==> src/rtl/dlsc_pkg.sv <==
package dlsc_pkg;

  typedef enum logic [3:0] {
    POS_FB0 = 4'd1,
    POS_FN  = 4'd2,
    POS_FD  = 4'd3,
    POS_FM  = 4'd4,
    POS_FP  = 4'd5,
    POS_FPP = 4'd6,
    POS_BN  = 4'd7,
    POS_BD  = 4'd8,
    POS_BP  = 4'd9
  } pos_t;

  typedef enum logic [1:0] {
    OP_POSITION = 2'd0,
    OP_TICK     = 2'd1,
    OP_LOAD     = 2'd2
  } op_t;

  localparam int CfgIndexWidth = 3;
  localparam int CfgDataWidth  = 16;

  localparam logic [CfgIndexWidth-1:0] REG_FN_FAST_CURRENT   = 3'd0;
  localparam logic [CfgIndexWidth-1:0] REG_FM_CURRENT_LIMIT  = 3'd1;
  localparam logic [CfgIndexWidth-1:0] REG_FPP_CURRENT_LIMIT = 3'd2;
  localparam logic [CfgIndexWidth-1:0] REG_BP_FAST_CURRENT   = 3'd3;
  localparam logic [CfgIndexWidth-1:0] REG_BP_SLOW_CURRENT   = 3'd4;
  localparam logic [CfgIndexWidth-1:0] REG_BN_FAST_CURRENT   = 3'd5;
  localparam logic [CfgIndexWidth-1:0] REG_STEP_MAXIMUM      = 3'd6;
  localparam logic [CfgIndexWidth-1:0] REG_STEP_MINIMUM      = 3'd7;

  typedef struct packed {
    logic [15:0]        fn_fast_current;
    logic [15:0]        fm_current_limit;
    logic [15:0]        fpp_current_limit;
    logic [15:0]        bp_fast_current;
    logic [15:0]        bp_slow_current;
    logic [15:0]        bn_fast_current;
    logic [6:0]         step_maximum;
    logic signed [7:0]  step_minimum;
  } cfg_t;

  localparam cfg_t CFG_RESET = '{
    fn_fast_current:   16'd1380,
    fm_current_limit:  16'd1650,
    fpp_current_limit: 16'd2100,
    bp_fast_current:   16'd1500,
    bp_slow_current:   16'd1600,
    bn_fast_current:   16'd1300,
    step_maximum:      7'd28,
    step_minimum:      -8'sd18
  };

endpackage

==> src/rtl/dlsc_cfg.sv <==
module dlsc_cfg
  import dlsc_pkg::*;
(
  input  logic                     clk,
  input  logic                     rst,
  input  logic                     cfg_we,
  input  logic [CfgIndexWidth-1:0] cfg_index,
  input  logic [CfgDataWidth-1:0]  cfg_data,
  output cfg_t                     cfg
);

  always_ff @(posedge clk) begin
    if (rst) begin
      cfg <= CFG_RESET;
    end else if (cfg_we) begin
      unique case (cfg_index)
        REG_FN_FAST_CURRENT:   cfg.fn_fast_current   <= cfg_data;
        REG_FM_CURRENT_LIMIT:  cfg.fm_current_limit  <= cfg_data;
        REG_FPP_CURRENT_LIMIT: cfg.fpp_current_limit <= cfg_data;
        REG_BP_FAST_CURRENT:   cfg.bp_fast_current   <= cfg_data;
        REG_BP_SLOW_CURRENT:   cfg.bp_slow_current   <= cfg_data;
        REG_BN_FAST_CURRENT:   cfg.bn_fast_current   <= cfg_data;
        REG_STEP_MAXIMUM:      cfg.step_maximum      <= cfg_data[6:0];
        REG_STEP_MINIMUM:      cfg.step_minimum      <= $signed(cfg_data[7:0]);
        default: ;
      endcase
    end
  end

endmodule

==> src/rtl/dlsc_core.sv <==
module dlsc_core
  import dlsc_pkg::*;
(
  input  logic              clk,
  input  logic              rst,
  input  logic              fire,
  input  op_t               opcode,
  input  logic [3:0]        position_code,
  input  logic [15:0]       motor_current,
  input  logic signed [7:0] step_value,
  input  cfg_t              cfg,
  output pos_t              position_next,
  output logic signed [7:0] step_next
);

  pos_t              position;
  logic signed [7:0] step;
  logic              slow_phase;
  logic              slow_phase_next;

  logic              neighbor;
  logic signed [7:0] tick_step;
  logic              below_max;
  logic              above_min;
  logic              le_fn_fast;
  logic              le_fm_limit;
  logic              ge_fm_limit;
  logic              ge_fpp_limit;
  logic              le_bp_fast;
  logic              le_bp_slow;
  logic              le_bn_fast;

  always_comb begin
    unique case (position)
      POS_FB0: neighbor = (position_code == POS_FN)  || (position_code == POS_BN);
      POS_FN:  neighbor = (position_code == POS_FB0) || (position_code == POS_FD);
      POS_FD:  neighbor = (position_code == POS_FN)  || (position_code == POS_FM);
      POS_FM:  neighbor = (position_code == POS_FD)  || (position_code == POS_FP);
      POS_FP:  neighbor = (position_code == POS_FM)  || (position_code == POS_FPP);
      POS_FPP: neighbor = (position_code == POS_FP);
      POS_BN:  neighbor = (position_code == POS_FB0) || (position_code == POS_BD);
      POS_BD:  neighbor = (position_code == POS_BN)  || (position_code == POS_BP);
      POS_BP:  neighbor = (position_code == POS_BD);
      default: neighbor = 1'b0;
    endcase
  end

  assign below_max    = step < $signed({1'b0, cfg.step_maximum});
  assign above_min    = step > cfg.step_minimum;
  assign le_fn_fast   = motor_current <= cfg.fn_fast_current;
  assign le_fm_limit  = motor_current <= cfg.fm_current_limit;
  assign ge_fm_limit  = motor_current >= cfg.fm_current_limit;
  assign ge_fpp_limit = motor_current >= cfg.fpp_current_limit;
  assign le_bp_fast   = motor_current <= cfg.bp_fast_current;
  assign le_bp_slow   = motor_current <= cfg.bp_slow_current;
  assign le_bn_fast   = motor_current <= cfg.bn_fast_current;

  always_comb begin
    tick_step = step;
    unique case (position)
      POS_FB0: tick_step = '0;
      POS_FN: begin
        if (step > 8'sd0 && (le_fn_fast || slow_phase)) tick_step = step - 8'sd1;
      end
      POS_FM: begin
        if (below_max && le_fm_limit && slow_phase) tick_step = step + 8'sd1;
      end
      POS_FP: begin
        if (below_max && (le_fn_fast || (ge_fm_limit && slow_phase))) begin
          tick_step = step + 8'sd1;
        end
      end
      POS_FPP: begin
        if (below_max && (le_fn_fast || (ge_fpp_limit && slow_phase))) begin
          tick_step = step + 8'sd1;
        end
      end
      POS_BN: begin
        if (step < 8'sd0 && (le_bn_fast || slow_phase)) tick_step = step + 8'sd1;
      end
      POS_BP: begin
        if (above_min && (le_bp_fast || (le_bp_slow && slow_phase))) begin
          tick_step = step - 8'sd1;
        end
      end
      default: tick_step = step;
    endcase
  end

  always_comb begin
    position_next   = position;
    step_next       = step;
    slow_phase_next = slow_phase;
    unique case (opcode)
      OP_POSITION: begin
        if (neighbor) position_next = pos_t'(position_code);
      end
      OP_TICK: begin
        step_next       = tick_step;
        slow_phase_next = ~slow_phase;
      end
      OP_LOAD: step_next = step_value;
      default: ;
    endcase
  end

  always_ff @(posedge clk) begin
    if (rst) begin
      position   <= POS_FB0;
      step       <= '0;
      slow_phase <= 1'b0;
    end else if (fire) begin
      position   <= position_next;
      step       <= step_next;
      slow_phase <= slow_phase_next;
    end
  end

endmodule

==> src/rtl/drive_lever_step_controller_unit.sv <==
// Drive/brake lever step controller.
// Channels: the item channel (item_valid, item_stall) carries opcode, position_code,
// motor_current and step_value; the result channel (result_valid, result_stall)
// returns state_number and step_count, one result for every item.
// Configuration: cfg_we writes cfg_data into register cfg_index at a clock edge;
// write only while no item is in flight.
// Path: an accepted item waits in the input register until the result register
// can take it; it is then processed and its result registered at that edge.
// Throughput: one item per cycle unless stalled; lever position, step count and
// tick phase update at the processing edge, so the next item sees them at once.
// Stall: while result_stall holds a result, one more item is taken into the
// input register, then item_stall rises until the result is taken.
// Reset: lever at FB0, step count zero, tick phase even, configuration at its
// default values, both registers empty.
module drive_lever_step_controller_unit
  import dlsc_pkg::*;
(
  input  logic                     clk,
  input  logic                     rst,
  input  logic                     cfg_we,
  input  logic [CfgIndexWidth-1:0] cfg_index,
  input  logic [CfgDataWidth-1:0]  cfg_data,
  input  logic                     item_valid,
  output logic                     item_stall,
  input  logic [1:0]               opcode,
  input  logic [3:0]               position_code,
  input  logic [15:0]              motor_current,
  input  logic signed [7:0]        step_value,
  output logic                     result_valid,
  input  logic                     result_stall,
  output logic [3:0]               state_number,
  output logic signed [7:0]        step_count
);

  cfg_t              cfg;
  logic              held;
  op_t               opcode_r;
  logic [3:0]        position_code_r;
  logic [15:0]       motor_current_r;
  logic signed [7:0] step_value_r;
  logic              result_ready;
  logic              fire;
  pos_t              position_next;
  logic signed [7:0] step_next;

  assign result_ready = ~result_valid | ~result_stall;
  assign item_stall   = held & ~result_ready;
  assign fire         = held & result_ready;

  dlsc_cfg u_cfg (
    .clk       (clk),
    .rst       (rst),
    .cfg_we    (cfg_we),
    .cfg_index (cfg_index),
    .cfg_data  (cfg_data),
    .cfg       (cfg)
  );

  dlsc_core u_core (
    .clk           (clk),
    .rst           (rst),
    .fire          (fire),
    .opcode        (opcode_r),
    .position_code (position_code_r),
    .motor_current (motor_current_r),
    .step_value    (step_value_r),
    .cfg           (cfg),
    .position_next (position_next),
    .step_next     (step_next)
  );

  always_ff @(posedge clk) begin
    if (rst) begin
      held <= 1'b0;
    end else if (!item_stall) begin
      held <= item_valid;
    end
    if (item_valid && !item_stall) begin
      opcode_r        <= op_t'(opcode);
      position_code_r <= position_code;
      motor_current_r <= motor_current;
      step_value_r    <= step_value;
    end
  end

  always_ff @(posedge clk) begin
    if (rst) begin
      result_valid <= 1'b0;
    end else if (result_ready) begin
      result_valid <= held;
    end
    if (fire) begin
      state_number <= position_next;
      step_count   <= step_next;
    end
  end

endmodule
==> config.mk <==
export PLATFORM = sky130hd
export DESIGN_NAME = drive_lever_step_controller_unit
export DESIGN_NICKNAME = d
export VERILOG_FILES = /design/src/rtl/dlsc_pkg.sv /design/src/rtl/dlsc_cfg.sv /design/src/rtl/dlsc_core.sv /design/src/rtl/drive_lever_step_controller_unit.sv
export SDC_FILE = /design/constraint.sdc
export NUM_CORES = 1
export LEC_CHECK = 0
export ABC_AREA = 1
export BUFFER_PORTS_ARGS = -buffer_cell sky130_fd_sc_hd__buf_2
export CAP_MARGIN = 20
export CORE_MARGIN = 3
export CORE_UTILIZATION = 35
export DETAILED_ROUTE_END_ITERATION = 8
export HOLD_SLACK_MARGIN = 0.05
export SYNTH_ARGS = -nofsm -noshare
export SYNTH_HDL_FRONTEND = slang
export SYNTH_SLANG_ARGS = --single-unit
==> constraint.sdc <==
create_clock -name clk -period 2.59 [get_ports clk]
set_input_delay 0.518 -clock clk [delete_from_list [all_inputs] [get_ports clk]]
set_output_delay 0.518 -clock clk [all_outputs]
set_load 0.03 [all_outputs]
==> flow_summary.ini <==
[synth]
synth_area_leaders = dfxtp_1 (25%), ha_1 (14%), edfxtp_1 (12%)
avgSynthCellArea_sq_um = 7.53
synth_xor_area_share_pct = 1.02
async_flop_share_pct = 0
synth-edff-count = 42
synth_top_area_share_pct = 24.7
netlist_instances = 1354
synthSimpleGateAreaFrac_pct = 20.9
netlist_area_sq_um = 10200
synthesis.nets = 1524
synth.area.mux_share_pct = 0
synth_fa_ha_area_share_pct = 14.2
synth_compound_area_share_pct = 17.2
ys_ff_latch = 168
synthDistinctLibCells = 42
synth_top_family_by_area = simple AND/OR/NAND/NOR gates
synth_top_area_cell = dfxtp_1
yosysWarnings = 0
seq_area_frac_synth_pct = 37.1
synth_ff_type = dfxtp_1

[cts]
insertion_delay_ps = 450
tritoncts = done
ctsRootBufferMaster = clkbuf_16
cts_sinks = 168
cts_inserted_buffers = 17
cts_hold_buf = 0
clk_pin_slew_ps = 90
htreeDepth = 4
clock_path_buffers = 2

[worst_setup_path]
worst_path_max_delay_cell = edfxtp_1
crit_top_cell = nand2_1
crit_end = step_count[0]
required_ps = 2790
crit_fanout = 8
worst_path_largest_cell_delay_ps = 520
timing.rr.end = step_count[0]
criticalPathCategory = flop to flop
reg2reg_slack_ps = -120
r2r_start = motor_current_r[14]
cp_cell_sequence = buf_6, ha_4, nand2_1, o21ai_0, nor2_1, nand2_2, nand2_2, nand2_4, buf_6, nand3_2, nand3_2, nand2_1, nor2_1, nand3_1, nand2_1, nand2_1, nand2_2, inv_1
cp-startpoint = motor_current_r[14]
critPathLaunchType = flop
reg2regPathDepth = 18
worst_ep_arrival_time_ps = 2910
end_kind = flop

[layout]
nets = 1639
drive_gt1_share_pct = 19.9
syn2layout_area_growth_pct = 22.5
antenna-diode-count = 0

[global_route]
antenna_found_initial = 0
grt_overflow_total = 0
grt_max_degree = 41
grt_pass1_wl_um = 46700
grt_pass1_vias = 8555
grt.total_usage_pct = 19.0

[timing]
hold_ws_ps = 243
fin_tns_setup_ps = -936
finClkSkew_ps = 17.3
finalHoldViolations = 0
max_slew.worst_pin.slew_ps = 767
final-max-slew-violation-count = 0
max-slew-margin-rel_pct = 48.8
timing.fmax_ghz = 0.369
layout_setup_ws_ps = -117
finalSetupViolations = 12
timing.final.crit_period_ps = 2710
rsz0062_at_grt = true
period_share_pct = 105

[drt]
ant_nets = 0
wl_per_cell_um = 16.1
drt_first_pass_iters = 6
dr.first_iter.drc_count = 718
drc = 0
num_vias = 9257
drt-vias-per-instance = 4.98
routed_wirelength_um = 29900

[placement]
post-dp-hpwl_um = 21900
place_ws_ps = -212
portBuffers = 67
gp_congestion = 0.921

[die]
core_sq_um = 28200
pin_count = 68
die_x_um = 177
die_h_um = 177
design.die.area_sq_um = 31200
start_util_pct = 36.1
rows = 61

[flow_run]
drv_cap = 0

[hold_path]
hp-class = input pin to flop

[outcome]
status = finished with violations
violations = setup timing

[power]
leakage_nw = 5.80
peakVddDrop_uv = 422
p_per_area_nw_per_um2 = 560
kinds of logic (layout without fill, tap and decap cells):
family,after synthesis,count (layout)
adder cells (fa/ha/maj),116,116
AO/OA/AOI/OAI,318,318
buffers and inverters,246,374
AND/OR/NAND/NOR,495,495
flip-flops,168,168
XOR/XNOR,11,11
layout make-up:
| class | instances | area (sq um) |
|---|---|---|
| Clock buffer | 17 | 425 |
| Clock inverter | 15 | 156 |
| Fill cell | 2884 | 15800 |
| Sequential cell | 168 | 3780 |
| Tap cell | 378 | 473 |
| Timing Repair Buffer | 142 | 1000 |
| Multi-Input combinational cell | 940 | 5890 |
| Inverter | 200 | 756 |
stage by stage:
stage          power [mW]  std cells  area [sq um]  utilization (%)
5_1_grt              7.31       1860         12500             44.2
3_5_place_dp         4.26       1818         11300             40.1
2_1_floorplan        3.79       1354         10200                -
6_report             6.99       1860         12500             44.2
4_1_cts              6.91       1857         12100             42.9
3_3_place_gp         4.25       1818         11300             40.1
sequential cells by signal (all words and copies together), names as in the netlist, 4 cells and up:
signal,flops
u_cfg.cfg,111
state_number,4
u_core.position,4
u_core.step,8
step_value_r,8
step_count,8
motor_current_r,16
position_code_r,4
critical path, delay by kind of cell, from the launching register on:
| family | cells | cell delay (ps) |
|---|---|---|
| AND/OR/NAND/NOR | 13 | 1040 |
| flip-flops | 1 | 520 |
| buffers and inverters | 3 | 360 |
| AO/OA/AOI/OAI | 1 | 290 |
| adder cells (fa/ha/maj) | 1 | 250 |
cell usage in the layout, fill, tap and decap left out, types with 4 or more instances in the layout:
| cell | count |
|---|---|
| a21oi_1 | 137 |
| a21oi_2 | 10 |
| buf_12 | 4 |
| buf_2 | 67 |
| buf_4 | 57 |
| buf_6 | 14 |
| clkbuf_16 | 17 |
| dfxtp_1 | 126 |
| edfxtp_1 | 42 |
| ha_1 | 108 |
| ha_4 | 8 |
| inv_1 | 184 |
| inv_2 | 13 |
| inv_8 | 5 |
| nand2_1 | 236 |
| nand2_2 | 26 |
| nand2_4 | 5 |
| nand3_1 | 68 |
| nand3_2 | 23 |
| nand4_1 | 19 |
| nor2_1 | 84 |
| nor2_2 | 11 |
| nor2_4 | 5 |
| nor3_2 | 5 |
| o211ai_1 | 34 |
| o21ai_0 | 102 |
| o21ai_1 | 13 |
| o21ai_2 | 4 |
| o21bai_1 | 8 |
| xor2_1 | 8 |
worst min-delay path by stage:
stage | cells after the start | from | to | slack (ps)
6_report | 1 | motor_current[11] | motor_current_r[11] | 240
4_1_cts | 1 | motor_current[2] | motor_current_r[2] | 230
3_5_place_dp | 2 | u_cfg.cfg[26] | u_cfg.cfg[26] | 450
2_1_floorplan | 2 | u_cfg.cfg[102] | u_cfg.cfg[102] | 440
5_1_grt | 1 | motor_current[2] | motor_current_r[2] | 230
3_3_place_gp | 2 | u_cfg.cfg[90] | u_cfg.cfg[90] | 440
synth_stat cells (all sizes together) (8+ instances only):
| cell type | number |
|---|---|
| o21bai | 8 |
| buf | 13 |
| o21ai | 119 |
| nor3 | 10 |
| clkbuf | 33 |
| nand3 | 92 |
| nor2 | 100 |
| dfxtp | 126 |
| nand4 | 20 |
| nand2 | 269 |
| a21oi | 149 |
| xor2 | 9 |
| edfxtp | 42 |
| o211ai | 34 |
| inv | 199 |
| ha | 116 |
metal layers:
metal	routed length [um]	GRT usage [%]
met1	14600	27.6
met4	377	4.65
met5	0	0
met2	13500	29.9
met3	1390	2.57
where the power goes:
part	leakage (nW)	internal [mW]	switching (mW)
registers	1.43	2.81	0.0719
clock network	0.284	1.29	1.32
logic	4.08	0.540	0.944
timing repair:
action | CTS | global route
pin swaps | 32 | 50
resized for setup | 41 | 79
setup buffers | 7 | 3
setup endpoints to repair | 16 | 16
(Power assumes the default switching activity.)
